[config.mk]
export PLATFORM = sky130hd
export DESIGN_NAME = rpd_back
export DESIGN_NICKNAME = d
export VERILOG_FILES = /design/src/rpd_pkg.sv /design/src/rpd_back.sv
export SDC_FILE = /design/constraint.sdc
export NUM_CORES = 1
export LEC_CHECK = 0
export ABC_AREA = 1
export BUFFER_PORTS_ARGS = -buffer_cell sky130_fd_sc_hd__buf_2
export CORE_MARGIN = 1.5
export CORE_UTILIZATION = 35
export DETAILED_ROUTE_END_ITERATION = 10
export GPL_TIMING_DRIVEN = 0
export SLEW_MARGIN = 25
export SYNTH_ARGS = -nofsm -noshare
export SYNTH_HDL_FRONTEND = slang
export SYNTH_SLANG_ARGS = --single-unit
export TNS_END_PERCENT = 20
[constraint.sdc]
create_clock -name i_clk -period 5.6 [get_ports i_clk]
set_clock_uncertainty 0.15 [all_clocks]
set_input_delay 0.28 -clock i_clk [delete_from_list [all_inputs] [get_ports i_clk]]
set_output_delay 0.28 -clock i_clk [all_outputs]
set_load 0.005 [all_outputs]
[src/rpd_pkg.sv]
// Shared types and constants for the run-length pixel decoder.
// Holds the item structs, command format between front and back, and code names.
// No dependencies.
`timescale 1ns / 1ps

package rpd_pkg;

    // Palette and command queue sizes.
    localparam int PAL_DEPTH   = 256;
    localparam int PAL_AW      = $clog2(PAL_DEPTH);
    localparam int QUEUE_DEPTH = 4;
    localparam int QUEUE_AW    = $clog2(QUEUE_DEPTH);
    localparam int RUN_W       = 7;
    localparam int IDX_W       = 20;

    // Layer format words.
    localparam logic [31:0] FMT_PAL_A = 32'h040012F9;
    localparam logic [31:0] FMT_PAL_B = 32'h040012FB;
    localparam logic [31:0] FMT_RGBA  = 32'h0C0012F9;

    // Code byte fields.
    localparam logic [7:0] CODE_COUNT_MASK = 8'h3F;
    localparam logic [1:0] CODE_TRANSP     = 2'b11;

    // Request types.
    localparam logic [1:0] REQ_DATA  = 2'd0;
    localparam logic [1:0] REQ_PAL   = 2'd1;
    localparam logic [1:0] REQ_START = 2'd2;

    // Result status codes.
    localparam logic [1:0] ST_PIXEL   = 2'd0;
    localparam logic [1:0] ST_OUTSIDE = 2'd1;
    localparam logic [1:0] ST_PAST    = 2'd2;
    localparam logic [1:0] ST_UNSUP   = 2'd3;

    // Configuration register indexes.
    localparam logic [1:0] CFG_FORMAT = 2'd0;
    localparam logic [1:0] CFG_WIDTH  = 2'd1;
    localparam logic [1:0] CFG_HEIGHT = 2'd2;
    localparam logic [1:0] CFG_IMAGE  = 2'd3;

    // Parser phase.
    typedef enum logic [1:0] {
        PH_CODE,
        PH_REPEAT,
        PH_LITERAL
    } t_phase;

    // Command kinds passed from front to back.
    typedef enum logic [1:0] {
        CMD_CLEAR,
        CMD_SKIP,
        CMD_RUN,
        CMD_STATUS
    } t_cmd_kind;

    typedef struct packed {
        t_cmd_kind        kind;
        logic [RUN_W-1:0] cnt;
        logic [31:0]      color;
        logic [1:0]       status;
    } t_cmd;

    typedef struct packed {
        logic [1:0]  req_type;
        logic [7:0]  data_byte;
        logic [7:0]  pal_index;
        logic [31:0] pal_color;
    } t_in_item;

    typedef struct packed {
        logic [IDX_W-1:0] pixel_index;
        logic [31:0]      pixel_color;
        logic             run_last;
        logic [1:0]       status;
    } t_out_item;

endpackage

[src/rpd_back.sv]
// Back end of the decoder: expands run commands into pixel results.
// Tracks the pixel offset, frame limit and the output register.
// Depends on rpd_pkg.
`timescale 1ns / 1ps

module rpd_back #(
    parameter int MAX_PIXELS = 1048576
) (
    input  logic               i_clk,
    input  logic               i_rst_n,
    input  logic [15:0]        i_frame_width,
    input  logic [15:0]        i_frame_height,
    input  logic               i_q_valid,
    input  rpd_pkg::t_cmd      i_q_head,
    output logic               o_pop,
    output logic               o_out_valid,
    input  logic               i_out_stall,
    output rpd_pkg::t_out_item o_out_data
);
    import rpd_pkg::*;

    localparam int OFFW = $clog2(MAX_PIXELS + 1);
    localparam logic [31:0]     MAX32   = 32'(MAX_PIXELS);
    localparam logic [OFFW-1:0] MAX_OFF = OFFW'(MAX_PIXELS);
    localparam logic [OFFW:0]   MAX_SUM = (OFFW + 1)'(MAX_PIXELS);

    logic [OFFW-1:0]  r_offset, n_offset;
    logic [OFFW-1:0]  r_lim;
    logic             r_act, n_act;
    logic [RUN_W-1:0] r_cnt, n_cnt;
    logic [31:0]      r_color, n_color;
    logic             r_out_valid, n_out_valid;
    t_out_item        r_out, n_out;

    logic [31:0]      area;
    logic [OFFW-1:0]  n_lim;
    logic             can_load;
    logic [OFFW:0]    skip_sum;
    logic [OFFW+IDX_W-1:0] idx_ext;

    // Frame limit, registered from the configuration.
    assign area  = {16'd0, i_frame_width} * {16'd0, i_frame_height};
    assign n_lim = (area > MAX32) ? MAX_OFF : area[OFFW-1:0];

    assign can_load = !r_out_valid || !i_out_stall;
    assign skip_sum = {1'b0, r_offset} + (OFFW + 1)'(i_q_head.cnt);
    assign idx_ext  = {{IDX_W{1'b0}}, r_offset};

    // Run expansion and command execution.
    always_comb begin
        n_offset    = r_offset;
        n_act       = r_act;
        n_cnt       = r_cnt;
        n_color     = r_color;
        n_out       = r_out;
        n_out_valid = (r_out_valid && !i_out_stall) ? 1'b0 : r_out_valid;
        o_pop       = 1'b0;
        if (r_act) begin
            if (can_load) begin
                n_out_valid      = 1'b1;
                n_out.run_last   = (r_cnt == RUN_W'(1));
                if (r_offset < r_lim) begin
                    n_out.pixel_index = idx_ext[IDX_W-1:0];
                    n_out.pixel_color = r_color;
                    n_out.status      = ST_PIXEL;
                end else begin
                    n_out.pixel_index = '0;
                    n_out.pixel_color = '0;
                    n_out.status      = ST_OUTSIDE;
                end
                if (r_offset < MAX_OFF) begin
                    n_offset = r_offset + OFFW'(1);
                end
                n_cnt = r_cnt - RUN_W'(1);
                if (r_cnt == RUN_W'(1)) begin
                    n_act = 1'b0;
                end
            end
        end else if (i_q_valid) begin
            unique case (i_q_head.kind)
                CMD_CLEAR: begin
                    n_offset = '0;
                    o_pop    = 1'b1;
                end
                CMD_SKIP: begin
                    n_offset = (skip_sum > MAX_SUM) ? MAX_OFF : skip_sum[OFFW-1:0];
                    o_pop    = 1'b1;
                end
                CMD_RUN: begin
                    n_act   = 1'b1;
                    n_cnt   = i_q_head.cnt;
                    n_color = i_q_head.color;
                    o_pop   = 1'b1;
                end
                CMD_STATUS: begin
                    if (can_load) begin
                        n_out_valid = 1'b1;
                        n_out       = '{pixel_index: '0, pixel_color: '0, run_last: 1'b1,
                                        status: i_q_head.status};
                        o_pop       = 1'b1;
                    end
                end
                default: begin
                end
            endcase
        end
    end

    // Control state.
    always_ff @(posedge i_clk) begin
        if (!i_rst_n) begin
            r_offset    <= '0;
            r_act       <= 1'b0;
            r_cnt       <= '0;
            r_out_valid <= 1'b0;
        end else begin
            r_offset    <= n_offset;
            r_act       <= n_act;
            r_cnt       <= n_cnt;
            r_out_valid <= n_out_valid;
        end
    end

    // Payload registers.
    always_ff @(posedge i_clk) begin
        r_color <= n_color;
        r_out   <= n_out;
        r_lim   <= n_lim;
    end

    assign o_out_valid = r_out_valid;
    assign o_out_data  = r_out;

`ifndef ASSERT_OFF
    // An active run always has pixels left.
    a_act_cnt: assert property (@(posedge i_clk) disable iff (!i_rst_n)
        r_act |-> (r_cnt != '0))
        else $error("active run with zero count");

    // The pixel offset never passes its saturation point.
    a_off_sat: assert property (@(posedge i_clk) disable iff (!i_rst_n)
        r_offset <= MAX_OFF)
        else $error("pixel offset above maximum");

    // Non-pixel results carry a zero colour.
    a_zero_col: assert property (@(posedge i_clk) disable iff (!i_rst_n)
        (r_out_valid && (r_out.status != ST_PIXEL)) |-> (r_out.pixel_color == '0))
        else $error("flagged result with nonzero colour");
`endif

endmodule

# Word level (Yosys, flattened, before mapping)
# Index checks and enable logic that the tools add are counted.
word_totals:
  regBits: 138
  mem_bits_ro: 0
  latch_bits: 0
  wordCells: 70
  in_bits: 79
  memories: 0
  mem_bits_rw: 0
  out_inout_bits: 57
classes:
  shift: 0
  muxes: 31
  eq_ne: 6
  n_div: 0
  bitwise_logic: 1
  n_addsub: 3
  magnitude_cmp: 4
  n_reduce_logical: 14
  mul: 1
op_table:
  columns: ["cell", "n"]
  rows:
  - ["$mux 55", 5]
  - ["$mux 21", 5]
  - ["$mux 52", 1]
  - ["$pmux 21 s2", 1]
  - ["$gt 32x21->1 const B", 1]
  - ["$mul 16x16->32", 1]
  - ["$mux 7", 4]
  - ["$add 21x7->22", 1]
  - ["$gt 22x21->1 const B", 1]
  - ["$add 21x1->21 const B", 1]
  - ["$lt 21x21->1", 1]
  - ["$lt 21x21->1 const B", 1]
  - ["$mux 1", 14]
  - ["$reduce_and 3->1", 3]
  - ["$eq 7x1->1 const B", 1]
  - ["$sub 7x1->7 const B", 1]
  - ["$reduce_bool 2->1", 3]
  - ["$eq 2x2->1 const B", 2]
  - ["$ne 2x1->1 const B", 2]
  - ["$reduce_and 4->1", 1]
  - ["$reduce_bool 3->1", 1]
  - ["$reduce_or 3->1", 1]
  - ["$eq 2x1->1 const B", 1]
  - ["$logic_not 1->1", 2]
  - ["other kinds (5)", 5]

# Logic depth before layout (Yosys ltp)
depth:
  depth_word: 7
  mapped_depth: 33

# Worst setup path before layout
# No wires, ideal clock.
synth_timing:
  path_kind: "input-to-reg"
  startpoint: "in i_frame_height[10]"
  endpoint: "reg r_lim[20]"
  t_arrival_ns: 5.787
  n_path_buf: 3
  setup_slack_ns: -0.452
  stages: 28
  path_cell_list: "clkbuf_1 clkbuf_1 nand2_1 fa_1 inv_1 fa_1 fa_1 fa_1 fa_1 inv_1 fa_1 inv_1 ha_1 nand2_2 inv_1 nand2_1 nand3_1 a21oi_1 nand2_1 nand2_1 nand3b_1 nand2_1 nand2_1 nor2_2 nand4_2 buf_6 nor2_1 nand2_1"
synth_via:
  elab_chain_cells: 2
synth_lines:
  columns: ["element", "line_no", "rtl"]
  rows:
  - ["start: declaration", "rpd_back.sv:12", "input logic [15:0] i_frame_height,"]
  - ["$mul 16x16->32 (*)", "rpd_back.sv:42", "assign area = {16'd0, i_frame_width} * {16'd0, i_frame_height};"]
  - ["$gt 32x21->1", "rpd_back.sv:43", "assign n_lim = (area > MAX32) ? MAX_OFF : area[OFFW-1:0];"]
  - ["end signal: assignment", "rpd_back.sv:128", "r_lim <= n_lim;"]
  - ["end: declaration", "rpd_back.sv:28", "logic [OFFW-1:0] r_lim;"]
# Mark *: on every way between the ends. The rest lies on a longest branch, timed or not.
# A chain may end at the register's enable or synchronous reset.

# Worst setup path in the final report
layout_timing:
  startpoint: "in i_frame_width[10]"
  endpoint: "reg r_lim[1]"
layout_via:
  elab_chain_cells: 2
layout_lines:
  columns: ["element", "line_no", "rtl"]
  rows:
  - ["start: declaration", "rpd_back.sv:11", "input logic [15:0] i_frame_width,"]
  - ["$mul 16x16->32", "rpd_back.sv:42", null]
  - ["$gt 32x21->1", "rpd_back.sv:43", null]
# No other way between the ends.

==> metrics <==
H-tree depth 4; DRC violation count after routing 0; crit path max fanout 8; critical path type in -> reg; Synth Instances 2,150; achievable frequency 179 MHz; total number of vias 14,200; Yosys warning total 0; number of different library cells in the post-synthesis netlist 42; synthesized cell area 0.0165 sq mm; antenna violations before repair 0; cell types with the largest area share after synthesis sky130_fd_sc_hd__fa_1 (24%), sky130_fd_sc_hd__edfxtp_1 (16%), sky130_fd_sc_hd__nand2_1 (12%); worst min-delay path class in -> reg; number of sinks handled by clock tree synthesis 138; vertical die dimension 220 um; Hold Slack 0.0264 ns; clock tree from TritonCTS built; outcome complete, no violations; largest net degree at the start of global routing 35; pins over their slew limit 0; worst-skew pair later-pin latency 0.42 ns; worst reg2reg path depth 9; share of the synthesized area in the top cell type 0.237; final critical delay including setup and external delays 5.58 ns; # IOs 136; synthesis-stage register bit count 138; HPWL reported at the end of detailed placement 37,300 um; clock-pin slew of the registers on the worst-case setup and hold paths 0.06 ns; via-per-instance ratio 4.77; Iteration-0 DRC Markers 988; total core area 0.0465 sq mm; Final Instance Count excl. Fillers 2,987; initial cell density of the core 0.355; global placer's final weighted congestion 0.899; max_cap viols 0; count of TritonRoute iterations in the first routing pass 6; total track usage 0.193; fraction of layout instances using a drive strength above 1 0.228; cell count after placement 2,862; Die ar. 0.0484 sq mm; unrepaired setup endpoints after global routing true; endpoints failing hold 0; Synth area leader sky130_fd_sc_hd__fa_1; post-detailed-routing wire length 46,100 um; cell count of the worst hold path 3; Die X-Extent 220 um; sequential-to-total area share from yosys stat 0.221; Net count, final 2,775; vias in the first global route 14,200; placement row count 79; overflow left after global routing 0; number of antenna cells inserted 0; Mapped Avg Cell Area 7.66 sq um; endpoint arrival time on the critical path 5.77 ns; startpoint class of the critical path primary input; clock tree buffer depth 2; global-route wire length before repair 73,200 um; clock buffer count from CTS 17; share of the cycle needed by the critical path after routing 0.996; headroom to the max-slew limit 0.464; Critical Path End Type flop; count of nets left with antenna violations after detail routing 0; total of endpoints with negative setup slack in the final report 0; Wirelength per Cell 15.4 um; Least-Margin Pin Slew 0.802 ns; synth-to-layout area growth 27.8%; nets in the synthesized netlist 2,558; root buffer cell sky130_fd_sc_hd__clkbuf_16; port bufs 103; data required time of the critical path 5.79 ns
==> layout by cell type, fill, tap and decap left out, drive strengths merged, types with 2 or more instances in the layout <==
master and instances:
nor4 2, inv 545, a21oi 80, buf 199, nand3b 7, o211ai 2, o21ai 61, nand4 24
nand2 556, xnor2 5, clkbuf 70, nand3 77, o21bai 2, dlygate4sd3 34, a211oi 3, fa 195
dfxtp 51, o21a 4, ha 134, clkinvlp 3, xor2 10, edfxtp 87, nor3 36, nor2 177
a31oi 5
==> layout make-up <==
type / instances / area, sq um
Clock buffer: 17 / 425
Inverter: 535 / 2010
Sequential cell: 138 / 3630
Tap cell: 607 / 759
Fill cell: 4553 / 25400
Timing Repair Buffer: 206 / 1570
Multi-Input combinational cell: 1388 / 11300
Buffer: 81 / 1160
Clock inverter: 15 / 155
==> registers in the layout (all words and copies together), names as in the netlist <==
name and cells:
o_out_data 55, o_out_valid 1, r_lim 21, r_act 1, r_cnt 7, r_color 32
r_offset 21
==> critical path, cell delays in order <==
cell	delay [ns]
sky130_fd_sc_hd__buf_8	0.12
sky130_fd_sc_hd__clkbuf_16	0.16
sky130_fd_sc_hd__nand2_2	0.06
sky130_fd_sc_hd__fa_1	0.60
sky130_fd_sc_hd__fa_2	0.46
sky130_fd_sc_hd__fa_2	0.54
sky130_fd_sc_hd__inv_2	0.04
sky130_fd_sc_hd__fa_2	0.49
sky130_fd_sc_hd__fa_1	0.51
sky130_fd_sc_hd__inv_2	0.04
sky130_fd_sc_hd__fa_1	0.51
sky130_fd_sc_hd__inv_2	0.05
sky130_fd_sc_hd__ha_4	0.31
sky130_fd_sc_hd__nand2_4	0.08
sky130_fd_sc_hd__inv_4	0.08
sky130_fd_sc_hd__nand2_2	0.08
sky130_fd_sc_hd__nor2_4	0.13
sky130_fd_sc_hd__nand2_2	0.07
sky130_fd_sc_hd__buf_4	0.13
sky130_fd_sc_hd__nand3_1	0.07
sky130_fd_sc_hd__nand2_2	0.09
sky130_fd_sc_hd__nor2_2	0.09
sky130_fd_sc_hd__nand4_1	0.10
sky130_fd_sc_hd__nand2_1	0.10
sky130_fd_sc_hd__nand4_1	0.10
sky130_fd_sc_hd__buf_6	0.16
sky130_fd_sc_hd__buf_6	0.14
sky130_fd_sc_hd__nor3_4	0.15
==> final timing paths <==
| check | start | to | slack (ns) |
|---|---|---|---|
| worst max-delay path | i_frame_width[10] | r_lim[1] | 0.02 |
| worst min-delay path | i_q_head[34] | r_cnt[0] | 0.03 |
| worst max register to register | r_offset[15] | o_out_data[41] | 2.48 |
| worst min register to register | r_cnt[5] | r_cnt[5] | 0.33 |
==> cell families after synthesis <==
group / synth area share
AOI/OAI and AO/OA: 0.0551
adders and majority gates: 0.339
and+or+nand+nor: 0.233
DFF: 0.221
buffers and inverters: 0.145
xor gates and xnor gates: 0.00797
==> cells in the mapped netlist, drive strengths merged <==
cell / n
dfxtp: 51
o221ai: 1
a22o: 1
a211oi: 3
nor2: 177
buf: 10
and3: 1
or2: 1
edfxtp: 87
inv: 535
ha: 134
xnor2: 5
o31ai: 1
fa: 195
a21o: 1
o32ai: 1
xor2: 10
o211ai: 2
a2111oi: 1
a31oi: 5
nand3b: 7
nand4: 24
o21ai: 61
a21oi: 80
o21a: 4
nor4: 2
o21bai: 2
nand3: 77
clkbuf: 79
nor3: 36
nand2: 556
==> stage by stage <==
step	TNS, ns	setup slack (ns)	utilization	area (sq um)
6_report	0	0.0241	0.453	21100
5_1_grt	-2.45	-0.158	0.453	21100
4_1_cts	-0.107	-0.0185	0.434	20100
3_5_place_dp	-17.79	-0.914	0.399	18500
3_3_place_gp	-18.89	-0.964	0.397	18500
2_1_floorplan	-0.0182	-0.0150	-	17200
==> layer usage <==
layer	vias up	wire length [um]	global-route usage
met4	0	741	0.0431
met2	431	21700	0.326
met1	6859	20700	0.265
met3	51	2940	0.0207
li1	6895	-	-
met5	-	0	0
==> timing repair <==
action / in CTS / in global routing
endpoints found under the setup margin: 21 / 21
resized for setup: 92 / 188
pin swaps: 52 / 136
endpoints found under the hold margin: 34 / 0
cloned: 4 / 4
hold buffers: 34 / 0
setup buffers: 25 / 34
Power is not shown: default switching activity piles up to over one toggle a cycle in this logic, so the estimate is an artifact.
