===== config.mk =====
export PLATFORM = sky130hd
export DESIGN_NAME = rpd_queue
export DESIGN_NICKNAME = d
export VERILOG_FILES = /design/src/rpd_pkg.sv /design/src/rpd_queue.sv
export SDC_FILE = /design/constraint.sdc
export NUM_CORES = 1
export LEC_CHECK = 0
export BUFFER_PORTS_ARGS = -buffer_cell sky130_fd_sc_hd__clkbuf_2
export CAP_MARGIN = 20
export CORE_MARGIN = 2
export CORE_UTILIZATION = 51
export CTS_CLUSTER_SIZE = 8
export DETAILED_ROUTE_END_ITERATION = 12
export GPL_TIMING_DRIVEN = 1
export PLACE_DENSITY = 0.83
export SLEW_MARGIN = 10
export SYNTH_ARGS = -nofsm -noshare
export SYNTH_HDL_FRONTEND = slang
export SYNTH_SLANG_ARGS = --single-unit
export TNS_END_PERCENT = 1

===== constraint.sdc =====
create_clock -name i_clk -period 1.83 [get_ports i_clk]
set_input_delay 0 -clock i_clk [delete_from_list [all_inputs] [get_ports i_clk]]
set_output_delay 0 -clock i_clk [all_outputs]
set_load 0.005 [all_outputs]

===== src/rpd_pkg.sv =====
// Shared types and constants for the run-length pixel decoder.
// Holds the item structs, command format between front and back, and code names.
// No dependencies.
`timescale 1ns / 1ps

package rpd_pkg;

    // Palette and command queue sizes.
    localparam int PAL_DEPTH   = 256;
    localparam int PAL_AW      = $clog2(PAL_DEPTH);
    localparam int QUEUE_DEPTH = 4;
    localparam int QUEUE_AW    = $clog2(QUEUE_DEPTH);
    localparam int RUN_W       = 7;
    localparam int IDX_W       = 20;

    // Layer format words.
    localparam logic [31:0] FMT_PAL_A = 32'h040012F9;
    localparam logic [31:0] FMT_PAL_B = 32'h040012FB;
    localparam logic [31:0] FMT_RGBA  = 32'h0C0012F9;

    // Code byte fields.
    localparam logic [7:0] CODE_COUNT_MASK = 8'h3F;
    localparam logic [1:0] CODE_TRANSP     = 2'b11;

    // Request types.
    localparam logic [1:0] REQ_DATA  = 2'd0;
    localparam logic [1:0] REQ_PAL   = 2'd1;
    localparam logic [1:0] REQ_START = 2'd2;

    // Result status codes.
    localparam logic [1:0] ST_PIXEL   = 2'd0;
    localparam logic [1:0] ST_OUTSIDE = 2'd1;
    localparam logic [1:0] ST_PAST    = 2'd2;
    localparam logic [1:0] ST_UNSUP   = 2'd3;

    // Configuration register indexes.
    localparam logic [1:0] CFG_FORMAT = 2'd0;
    localparam logic [1:0] CFG_WIDTH  = 2'd1;
    localparam logic [1:0] CFG_HEIGHT = 2'd2;
    localparam logic [1:0] CFG_IMAGE  = 2'd3;

    // Parser phase.
    typedef enum logic [1:0] {
        PH_CODE,
        PH_REPEAT,
        PH_LITERAL
    } t_phase;

    // Command kinds passed from front to back.
    typedef enum logic [1:0] {
        CMD_CLEAR,
        CMD_SKIP,
        CMD_RUN,
        CMD_STATUS
    } t_cmd_kind;

    typedef struct packed {
        t_cmd_kind        kind;
        logic [RUN_W-1:0] cnt;
        logic [31:0]      color;
        logic [1:0]       status;
    } t_cmd;

    typedef struct packed {
        logic [1:0]  req_type;
        logic [7:0]  data_byte;
        logic [7:0]  pal_index;
        logic [31:0] pal_color;
    } t_in_item;

    typedef struct packed {
        logic [IDX_W-1:0] pixel_index;
        logic [31:0]      pixel_color;
        logic             run_last;
        logic [1:0]       status;
    } t_out_item;

endpackage


===== src/rpd_queue.sv =====
// Short command queue between the decoder front and back ends.
// Register-based with a combinational head read.
// Depends on rpd_pkg.
`timescale 1ns / 1ps

module rpd_queue (
    input  logic          i_clk,
    input  logic          i_rst_n,
    input  logic          i_push,
    input  rpd_pkg::t_cmd i_cmd,
    output logic          o_full,
    input  logic          i_pop,
    output logic          o_valid,
    output rpd_pkg::t_cmd o_head
);
    import rpd_pkg::*;

    t_cmd                r_mem [QUEUE_DEPTH];
    logic [QUEUE_AW-1:0] r_wr, n_wr;
    logic [QUEUE_AW-1:0] r_rd, n_rd;
    logic [QUEUE_AW:0]   r_count, n_count;

    assign o_full  = (r_count == (QUEUE_AW + 1)'(QUEUE_DEPTH));
    assign o_valid = (r_count != '0);
    assign o_head  = r_mem[r_rd];

    // Pointer and occupancy update.
    always_comb begin
        n_wr    = i_push ? r_wr + QUEUE_AW'(1) : r_wr;
        n_rd    = i_pop ? r_rd + QUEUE_AW'(1) : r_rd;
        n_count = r_count;
        if (i_push && !i_pop) begin
            n_count = r_count + (QUEUE_AW + 1)'(1);
        end else if (!i_push && i_pop) begin
            n_count = r_count - (QUEUE_AW + 1)'(1);
        end
    end

    always_ff @(posedge i_clk) begin
        if (!i_rst_n) begin
            r_wr    <= '0;
            r_rd    <= '0;
            r_count <= '0;
        end else begin
            r_wr    <= n_wr;
            r_rd    <= n_rd;
            r_count <= n_count;
        end
    end

    // Entry storage.
    always_ff @(posedge i_clk) begin
        if (i_push) begin
            r_mem[r_wr] <= i_cmd;
        end
    end

`ifndef ASSERT_OFF
    // No transfer into a full queue and no removal from an empty one.
    a_no_overflow: assert property (@(posedge i_clk) disable iff (!i_rst_n)
        !(i_push && o_full) && !(i_pop && !o_valid))
        else $error("queue overflow or underflow");
`endif

endmodule


Word-level counts from Yosys, hierarchy flattened. Memories as Yosys holds them, arrays and structs flattened. A register that Yosys moved wholly into a read port is not among the register bits. Cells that the tools add are included.

Register bits: 7. RAM bits: 172. Input port bits: 47. Output and inout bits: 45. Word-level logic and storage cells: 21. Memories kept: 1.

Add/subtract/negate cells: 4. Eq/ne operators: 1. Muxes and demuxes: 6. Reduce and logical (&&, ||, !) cells: 6.

Memory list: r_mem (words 4, bits a word 43, read ports 1, clocked after Yosys merged registers in 1, write ports 1, RTL line rpd_queue.sv:18) `t_cmd r_mem [QUEUE_DEPTH];`.

Operator list (number): 2-to-1 mux 3 bit (2); adder 2 x 1 -> 2 bit (second input constant) (2); 2-to-1 mux 2 bit (2); adder 3 x 1 -> 3 bit (second input constant) (1); == test 3 bit (second input constant) (1); nonzero test 3 bit (1); subtractor 3 x 1 -> 3 bit (second input constant) (1); logical AND 1 bit (2); logical NOT 1 bit (2); 2-to-1 mux 1 bit (2); nonzero test 2 bit (1).

Depth between registers and ports, before layout. Gate-level depths: netlist of the first run.

Word-level depth: 4. Gate-level depth with buffers: 7. Mapped depth without buffers: 7.

Least setup slack after synthesis of the first run. Ideal clock, no wire load.

Kind: flip-flop to flip-flop. From: register r_wr[0]. To: memory r_mem[2][0] in the netlist's numbering, enable pin. Library setup time: 0.405 ns. Arrival: 1.576 ns. Data required time: 1.425 ns. Slack: -0.151 ns. Cell stages (with the launch flop): 4. Path buffers: 0. Period minus slack after synthesis: 1.981 ns. Path through: dfxtp_1 > inv_1 > ha_1 > and2_1.

RTL lines: start, declared (RTL line rpd_queue.sv:19) `logic [QUEUE_AW-1:0] r_wr, n_wr;`; start signal, assigned (RTL line rpd_queue.sv:45) `r_wr <= n_wr;`; end, declared (RTL line rpd_queue.sv:18).

No word-level cell before the write port.

==> metrics, run 1 <==
drt wl/cell=about 19 um; DP HPWL=6760 um; fin worst setup slack=approximately 0.061 ns; initial core utilization=roughly 53%; initial antenna violation count=1; post-route minimum period=1.77 ns; net count after synthesis=~320; H-tree levels=4; DP Cell Count=534; GR Overflow Total=0; Seq/Total Area, Yosys=between 70% and 80%; FF+latch count, synth=roughly 180; top-area cell type share of the netlist area=77.0%; Slew Limit Fails=0; syn avg cell area=between 20 and 30 um^2; TritonCTS Buffers=17; cell taking the most area after synthesis=edfxtp_1; layout cell share with drive strength beyond 1=41.2%; FMAX=565 MHz; most frequent cells in the layout=edfxtp_1, clkbuf_2, dlygate4sd3_1; Die W=119 um; core area=about 13,000 um^2; Pint=~0.0076 W; vias in the first global route=3,508; Rows=~40; Area after DPL=approximately 7400 um^2; Yosys warnings=0; Top-Level Pins=92; Final period util=between 90% and 100%; Clock Path Buffers=2; Post-Syn Area=roughly 6700 um^2; switching power=~0.0019 W; Final Cell Area=roughly 8500 um^2; critical path type=reg -> out; Final Net Count=just under 500; clock latency on the worst-skew pair=about 0.42 ns; commonest non-fill, non-tap cell in the layout=edfxtp_1; DRT antenna net count=0; library cells used by synthesis=21; fin cells=617; Final Util=around two thirds; WP data required=between 1.5 and 2 ns; worst hold slack=around 0.33 ns; max_cap viols=0; synth top area cells=edfxtp_1, mux4_2, dfxtp_1; initial DRC count=250; crit path max fanout=8; Final Hold Viols=0; P_leak=about 3 nW; Worst Path Arrival=between 1.5 and 2 ns; CTS tree=done; asr flop ratio synth=0%; Initial DRT Pass Iterations=4; Rel. slew slack=roughly 76%; Die H=approximately 120 um; maximum vdd drop=about 630 uV; Hold Crit Class=in -> reg; dpl ws=0.243 ns; Post-synth EDFFs=about 170; ys flop type=edfxtp_1; unrepaired setup endpoints after global routing=no; Post-Syn Instances=around 270; CP endpoint kind=output port; Comb power frac=slightly below 10%; Final Setup Violations=0; die footprint=14,100 um^2; status=finished, final reports clean; worst reg2reg setup slack=slightly below 0.3 ns; Worst-path clk slew=0.06 ns; sequential share of power=approximately half; switching portion of total power=approximately a fifth; Least-Margin Pin Slew=0.362 ns; vias=roughly 3.3k; clock share of power=between 30% and 40%; Area Overhead vs Synth=26.9%; # DRC=0; Placer Congestion=~0.7; startpoint types=register; routed wire length=between 10,000 and 15,000 um; Pwr per Cell Area=around 1100 nW/um^2; PortBufs=between 90 and 100; Fillers=850; Clock Skew=around 0.0052 ns; first-pass GRT wire length=18,900 um; number of clock sinks=181; via/cell ratio=around 5.3; gr usage total=between 15 and 20%; Root Buffer=clkbuf_16; pin count of the biggest net entering global routing=36
## cells in the mapped netlist, types with 2 or more instances
library cell	number
mux4_2	40
buf_12	4
or3_1	2
and2_1	9
buf_2	4
inv_1	4
ha_1	5
edfxtp_1	172
nor2b_1	2
xnor2_1	2
xor2_1	3
dfxtp_1	9
mux2i_1	2
mux4_1	3
## critical path, cell delays in order (launching register included)
cell and delay (ns):
dfxtp_4 0.45, buf_8 0.17, mux4_1 0.58, clkbuf_2 0.14
## area by class of cell
cell class	count	area, um^2	area share (%)
Clock inverter	7	121	1.43
Tap cell	172	215	2.53
Clock buffer	25	495	5.82
Timing Repair Buffer	154	1080	12.6
Antenna cell	1	2.50	0.0294
Sequential cell	181	5350	62.9
Multi-Input combinational cell	73	1230	14.5
Inverter	4	15.0	0.176
## stage by stage
step / setup TNS, ns / total power [W]
3_3_place_gp: 0 / 0.00572
4_1_cts: 0 / 0.00955
3_5_place_dp: 0 / 0.00575
5_1_grt: 0 / 0.00981
2_1_floorplan: -17.86 / 0.00540
6_report: 0 / 0.00947
## state kept, by name, indices dropped and copies added (netlist names), named ones only
| register | cells |
|---|---|
| r_count | 3 |
| r_mem | 172 |
| r_rd | 2 |
| r_wr | 2 |
## power by group through the flow
stage / registers (W) / clock network [W] / logic (W)
global route: 0.00484 / 0.00395 / 0.00102
global placement: 0.00491 / 0 / 0.000803
floorplan: 0.00488 / 0 / 0.000512
detailed placement: 0.00493 / 0 / 0.000823
finish: 0.00483 / 0.00370 / 0.000931
CTS: 0.00483 / 0.00378 / 0.000938
## repair_timing
item	in CTS	in global routing
endpoints found under the setup margin	29	2
hold buffers	46	0
hold endpoints to repair	181	0
resized for setup	1	2
setup buffers	4	0
## logic make-up (layout without fill, tap and decap cells)
logic type / Yosys count / count (layout) / share of synthesized area (%)
AOI/OAI and AO/OA: 2 / 2 / 0.187
xor gates and xnor gates: 5 / 5 / 0.653
adders and majority gates: 6 / 6 / 1.23
buffers and inverters: 14 / 190 / 1.94
DFF: 181 / 181 / 79.7
muxes: 45 / 45 / 14.9
other: 0 / 1 / 0
and+or+nand+nor: 15 / 15 / 1.38
## worst paths after layout
| check | depth (start not counted) | end | start |
|---|---|---|---|
| worst max register to register | 4 | r_count[2]$_SDFFE_PN0P_ | r_count[0]$_SDFFE_PN0P_ |
| worst max-delay path | 3 | o_head[38] | register |
| worst min-delay path | 2 | r_mem[0][15]$_DFFE_PP_ | i_cmd[15] |
| worst min register to register | 2 | r_count[2]$_SDFFE_PN0P_ | r_count[2]$_SDFFE_PN0P_ |
## per-layer routing
metal	vias up	share of wire [%]	track usage, %
met5	-	0	0
met1	1681	44	23.1
met3	27	4.2	5.89
met4	0	2.0	7.22
li1	1461	-	-
met2	81	50	29.8
(Power assumes the default switching activity.)
==> run 2: changes to the inputs <==
- CORE_MARGIN: 2 -> 3
==> run 2 against run 1 <==
  * Maximum frequency fell by 0.50%
  * Highest routed layer unchanged
  * Register-to-register slack got worse by 0.06 ns
  * Largest power group unchanged
  * Global-route usage decreased by 0.061 points
  * Critical path type is now in -> reg
==> metrics, run 2 (same netlist as run 1, synthesis figures left out) <==
H-tree levels=4 (unchanged); n_diodes=0 (-1); Rows=41 (unchanged); slowest CP cell=dlygate4sd3_1; GR Overflow Total=0 (unchanged); Worst-path clk slew=0.06 ns (about the same); Clock Path Buffers=2 (unchanged); Pwr per Cell Area=1130 nW/um^2 (+1.7%); commonest non-fill, non-tap cell in the layout=edfxtp_1; Die W=121 um (+1.7%); post-route minimum period=1.78 ns (+0.00895 ns); Final Hold Viols=0 (unchanged); initial antenna violation count=0 (-1); Least-Margin Pin Slew=0.351 ns (-0.0115 ns); Regs by FF count=r_mem x172, r_count x3; total power=0.00965 W (+2.0%); status=finished, final reports clean; number of clock sinks=181 (unchanged); critical path type=in -> reg; vias in the first global route=3,522 (+0.40%); Die H=121 um (+1.7%); Worst Path Arrival=2.12 ns (+0.35 ns); delay-heaviest family, CP=buffers and inverters; max reg flops=172 (unchanged); die footprint=14,600 um^2 (+3.4%); Placer Congestion=0.735 (+5.3%); multi-input logic area=1230 um^2 (unchanged); worst reg2reg setup slack=0.23 ns (-0.06 ns); Top-Level Pins=92 (unchanged); first-pass GRT wire length=19,100 um (+1.2%); Area Overhead vs Synth=27.2%; unrepaired setup endpoints after global routing=yes; Largest Register=r_mem; max_cap viols=0 (unchanged); DP HPWL=7110 um (+5.3%); startpoint types=input pin; Slew Limit Fails=0 (unchanged); vias=3,262 (+0.37%); maximum vdd drop=616 uV (-1.8%); Worst Path Buf+Inv=3 (+1); core area=12,700 um^2 (unchanged); Final Cell Area=8530 um^2 (+0.29%); Hold Crit Class=in -> reg; Rel. slew slack=76.6% (+0.77 points); drt wl/cell=19.6 um (+1.2%); gr usage total=18.3% (-0.061 points); pin count of the biggest net entering global routing=44 (+22%); Final Net Count=484 (unchanged); initial core utilization=52.7% (unchanged); initial DRC count=282 (+13%); DRT antenna net count=0 (unchanged); # DRC=0 (unchanged); Root Buffer=clkbuf_16; CP cell instances=dlygate4sd3_1, clkbuf_4, ha_1, inv_1, fa_1, xor2_1, or3_1, a21boi_0; worst hold slack=0.332 ns (-0.00103 ns); most frequent cells in the layout=edfxtp_1, clkbuf_2, dlygate4sd3_1; P_leak=3.01 nW (+0.57%); Seq. cell area=5350 um^2 (unchanged); Area after DPL=7390 um^2 (unchanged); Final Setup Violations=0 (unchanged); layout cell share with drive strength beyond 1=41.0% (-0.23 points); fin cells=616 (-0.16%); FMAX=563 MHz (-0.50%); Final period util=97.1% (+0.49 points); PortBufs=91 (unchanged); Clock Skew=0.00539 ns (+0.000209 ns); TritonCTS Buffers=17 (unchanged); via/cell ratio=5.30 (+0.53%); DP Cell Count=534 (unchanged); Fillers=849 (-0.12%); routed wire length=12,100 um (+0.99%); Max stage delay on crit path=0.53 ns (-0.05 ns); crit path max fanout=7 (-1); WP data required=2.17 ns (+0.34 ns); CTS tree=done; clock latency on the worst-skew pair=0.42 ns (about the same); CP endpoint kind=register; Initial DRT Pass Iterations=4 (unchanged)
## run 2: worst reg2reg max path, stage by stage, from the launching register on
cell and delay (ns):
dfxtp_1 0.36, fa_1 0.46, xor2_1 0.19, or3_1 0.32, a21boi_0 0.19
## run 2: layer usage
layer / track usage (%) / vias to the layer above / part of all wire (%)
met5: 0 / - / 0
met4: 8.36 / 0 / 2.2
met3: 5.94 / 24 / 5.1
met2: 30.4 / 118 / 53
met1: 21.8 / 1667 / 40
li1: - / 1453 / -
## run 2: worst paths after layout
kind | startpoint | to | cells past startpoint
setup / recovery | i_push | r_count[2]$_SDFFE_PN0P_ | 8
hold / removal | i_cmd[15] | r_mem[0][15]$_DFFE_PP_ | 2
setup reg to reg | r_count[0]$_SDFFE_PN0P_ | r_count[2]$_SDFFE_PN0P_ | 4
hold reg to reg | r_count[2]$_SDFFE_PN0P_ | r_count[2]$_SDFFE_PN0P_ | 2
## run 2: repair_timing
action                     in CTS  in global routing
setup endpoints to repair      31                  4
hold buffers                   47                  0
gates resized for setup         1                  3
buffers inserted                3                  0
hold endpoints to repair      181                  0
## run 2: stage by stage
stage | setup slack [ns] | TNS, ns | utilization (%)
3_5_place_dp | 0.187 | 0 | 58.1
5_1_grt | -0.00652 | -0.00834 | 67.1
6_report | 0.0523 | 0 | 67.1
2_1_floorplan | -0.151 | -17.86 | -
4_1_cts | 0.0352 | 0 | 67.1
3_3_place_gp | 0.345 | 0 | 58.1
## run 2: final cells by class
cell class / count / area share [%]
timing repair buffer: 154 / 12.6
inverter: 4 / 0.176
multi-input combinational: 73 / 14.4
tap: 172 / 2.52
clock inverter: 9 / 2.05
sequential: 181 / 62.7
clock buffer: 23 / 5.48
## run 2: report_power, final
part	internal (W)	switching (W)	total, W
Sequential	0.00475	0.0000703	0.00482
Clock	0.00249	0.00140	0.00389
Combinational	0.000507	0.000430	0.000937
Total	0.00775	0.00190	0.00965
==> run 3: changes to the inputs <==
- BUFFER_PORTS_ARGS: -buffer_cell sky130_fd_sc_hd__clkbuf_2 -> not set
- CORE_UTILIZATION: 51 -> 55
- DONT_BUFFER_PORTS: not set -> 1
- PLACE_DENSITY: 0.83 -> 0.81
==> run 3 against run 2 <==
  * Cell area down 5.9%
  * Global-route usage down 0.11 points
  * Flip-flop and latch count unchanged
  * Clock-buffer cell count down 5
  * Largest power group unchanged
  * Critical endpoint is now o_head[4]
  * Non-clock buffer count down 90
  * Die area down 6.9%
  * Highest routed layer unchanged
  * Clock skew up 0.00087 ns
  * Cell count down 19%
==> metrics, run 3 (same netlist as run 1, synthesis figures left out) <==
status=finished, final reports clean; maximum vdd drop=768 uV (+25%); Hold Crit Depth=3 (+1); Least-Margin Pin Slew=0.463 ns (+0.113 ns); post-route minimum period=1.67 ns (-0.112 ns); CTS tree=done; routed wire length=11,300 um (-6.5%); gr usage total=18.2% (-0.11 points); via/cell ratio=5.83 (+10%); Final Setup Violations=0 (unchanged); Worst Path Arrival=1.67 ns (-0.45 ns); Root Buffer=clkbuf_16; Initial DRT Pass Iterations=4 (unchanged); drt wl/cell=22.7 um (+16%); Die W=116 um (-3.5%); die footprint=13,600 um^2 (-6.9%); crit path max fanout=20 (+13); DP HPWL=6610 um (-7.1%); Worst Path Buf+Inv=1 (-2); initial antenna violation count=0 (unchanged); slowest CP cell=mux4_2; core area=11,700 um^2 (-8.3%); Area Overhead vs Synth=19.7%; H-tree levels=4 (unchanged); Final Net Count=394 (-19%); Hold Crit Class=in -> reg; Seq. cell area=5350 um^2 (unchanged); Rows=39 (-4.9%); GR Overflow Total=0 (unchanged); vias=2,897 (-11%); Fillers=695 (-18%); Regs by FF count=r_mem x172, r_count x3; fin cells=497 (-19%); Rel. slew slack=69.1% (-7.5 points); CP endpoint kind=output port; Final Util=68.8% (+1.8 points); TritonCTS Buffers=17 (unchanged); worst hold slack=0.0287 ns (-0.303 ns); vias in the first global route=3,089 (-12%); R2R cell count=4 (unchanged); max_cap viols=0 (unchanged); FMAX=600 MHz (+6.7%); Final Hold Viols=0 (unchanged); initial DRC count=245 (-13%); DRT antenna net count=0 (unchanged); Clock Path Buffers=2 (unchanged); Levels on crit path=2 (-6); Die H=116 um (-3.5%); Pwr per Cell Area=1120 nW/um^2 (-0.57%); PortBufs=0 (-100%); n_diodes=0 (unchanged); critical path type=reg -> out; unrepaired setup endpoints after global routing=no; Largest Register=r_mem; Top-Level Pins=92 (unchanged); Max stage delay on crit path=0.56 ns (+0.03 ns); P_leak=2.62 nW (-13%); initial core utilization=57.5% (+4.8 points); Slew Limit Fails=0 (unchanged); DP Cell Count=410 (-23%); number of clock sinks=181 (unchanged); # DRC=0 (unchanged); Worst-path clk slew=0.06 ns (about the same); pin count of the biggest net entering global routing=44 (unchanged); Placer Congestion=0.671 (-8.7%); startpoint types=register; layout cell share with drive strength beyond 1=26.3% (-15 points); clock latency on the worst-skew pair=0.41 ns (about the same); multi-input logic area=1240 um^2 (+0.31%); commonest non-fill, non-tap cell in the layout=edfxtp_1; Clock Skew=0.00627 ns (+0.000871 ns); first-pass GRT wire length=17,500 um (-8.3%); WP data required=1.83 ns (-0.34 ns); Final period util=91.0% (-6.1 points); Area after DPL=6940 um^2 (-6.2%); delay-heaviest family, CP=multiplexers; Final Cell Area=8030 um^2 (-5.9%); max reg flops=172 (unchanged); most frequent cells in the layout=edfxtp_1, dlygate4sd3_1, mux4_2; CP cell instances=buf_12, mux4_2
## run 3: stage by stage
step / total power (W) / setup TNS [ns] / setup WS, ns
after floorplan: 0.00540 / -17.86 / -0.151
after global placement: 0.00552 / 0 / 0.211
after detailed placement: 0.00555 / 0 / 0.196
after CTS: 0.00908 / 0 / 0.0256
after global routing: 0.00936 / 0 / 0.0815
final: 0.00903 / 0 / 0.164
## run 3: repair_timing
item	CTS	global route
hold buffers	47	0
hold endpoints to repair	181	0
setup buffers	0	8
resized for setup	0	0
setup endpoints to repair	0	15
## run 3: tightest hold or removal path, cell delays in order
cell	delay, ns
ha_1	0.19
mux2i_1	0.10
nor2b_1	0.11
## run 3: power by group
group | total (W) | internal, W | leakage, nW | switching, W
Combinational | 0.000773 | 0.000397 | 0.688 | 0.000376
Sequential | 0.00482 | 0.00475 | 1.66 | 0.0000688
Clock | 0.00343 | 0.00200 | 0.273 | 0.00144
## run 3: layer usage
metal	wire length [um]	track usage [%]	up-vias
met1	4440	23.1	1518
met2	5910	28.8	89
li1	-	-	1269
met4	270	9.05	0
met5	0	0	-
met3	664	5.54	21
## run 3: final timing paths
path | startpoint | end | slack, ns
worst max-delay path | register | o_head[4] | 0.16
worst min-delay path | i_push | r_count[1]$_SDFFE_PN0P_ | 0.03
worst max register to register | r_wr[1]$_SDFFE_PN0P_ | r_mem[1][21]$_DFFE_PP_ | 0.23
worst min register to register | r_count[2]$_SDFFE_PN0P_ | r_count[2]$_SDFFE_PN0P_ | 0.57
## run 3: cell type report
type | instances | area share, %
clock buffer | 18 | 5.35
timing repair buffer | 64 | 8.54
inverter | 4 | 0.187
clock inverter | 14 | 1.67
sequential | 181 | 66.6
tap | 143 | 2.23
multi-input combinational | 73 | 15.4
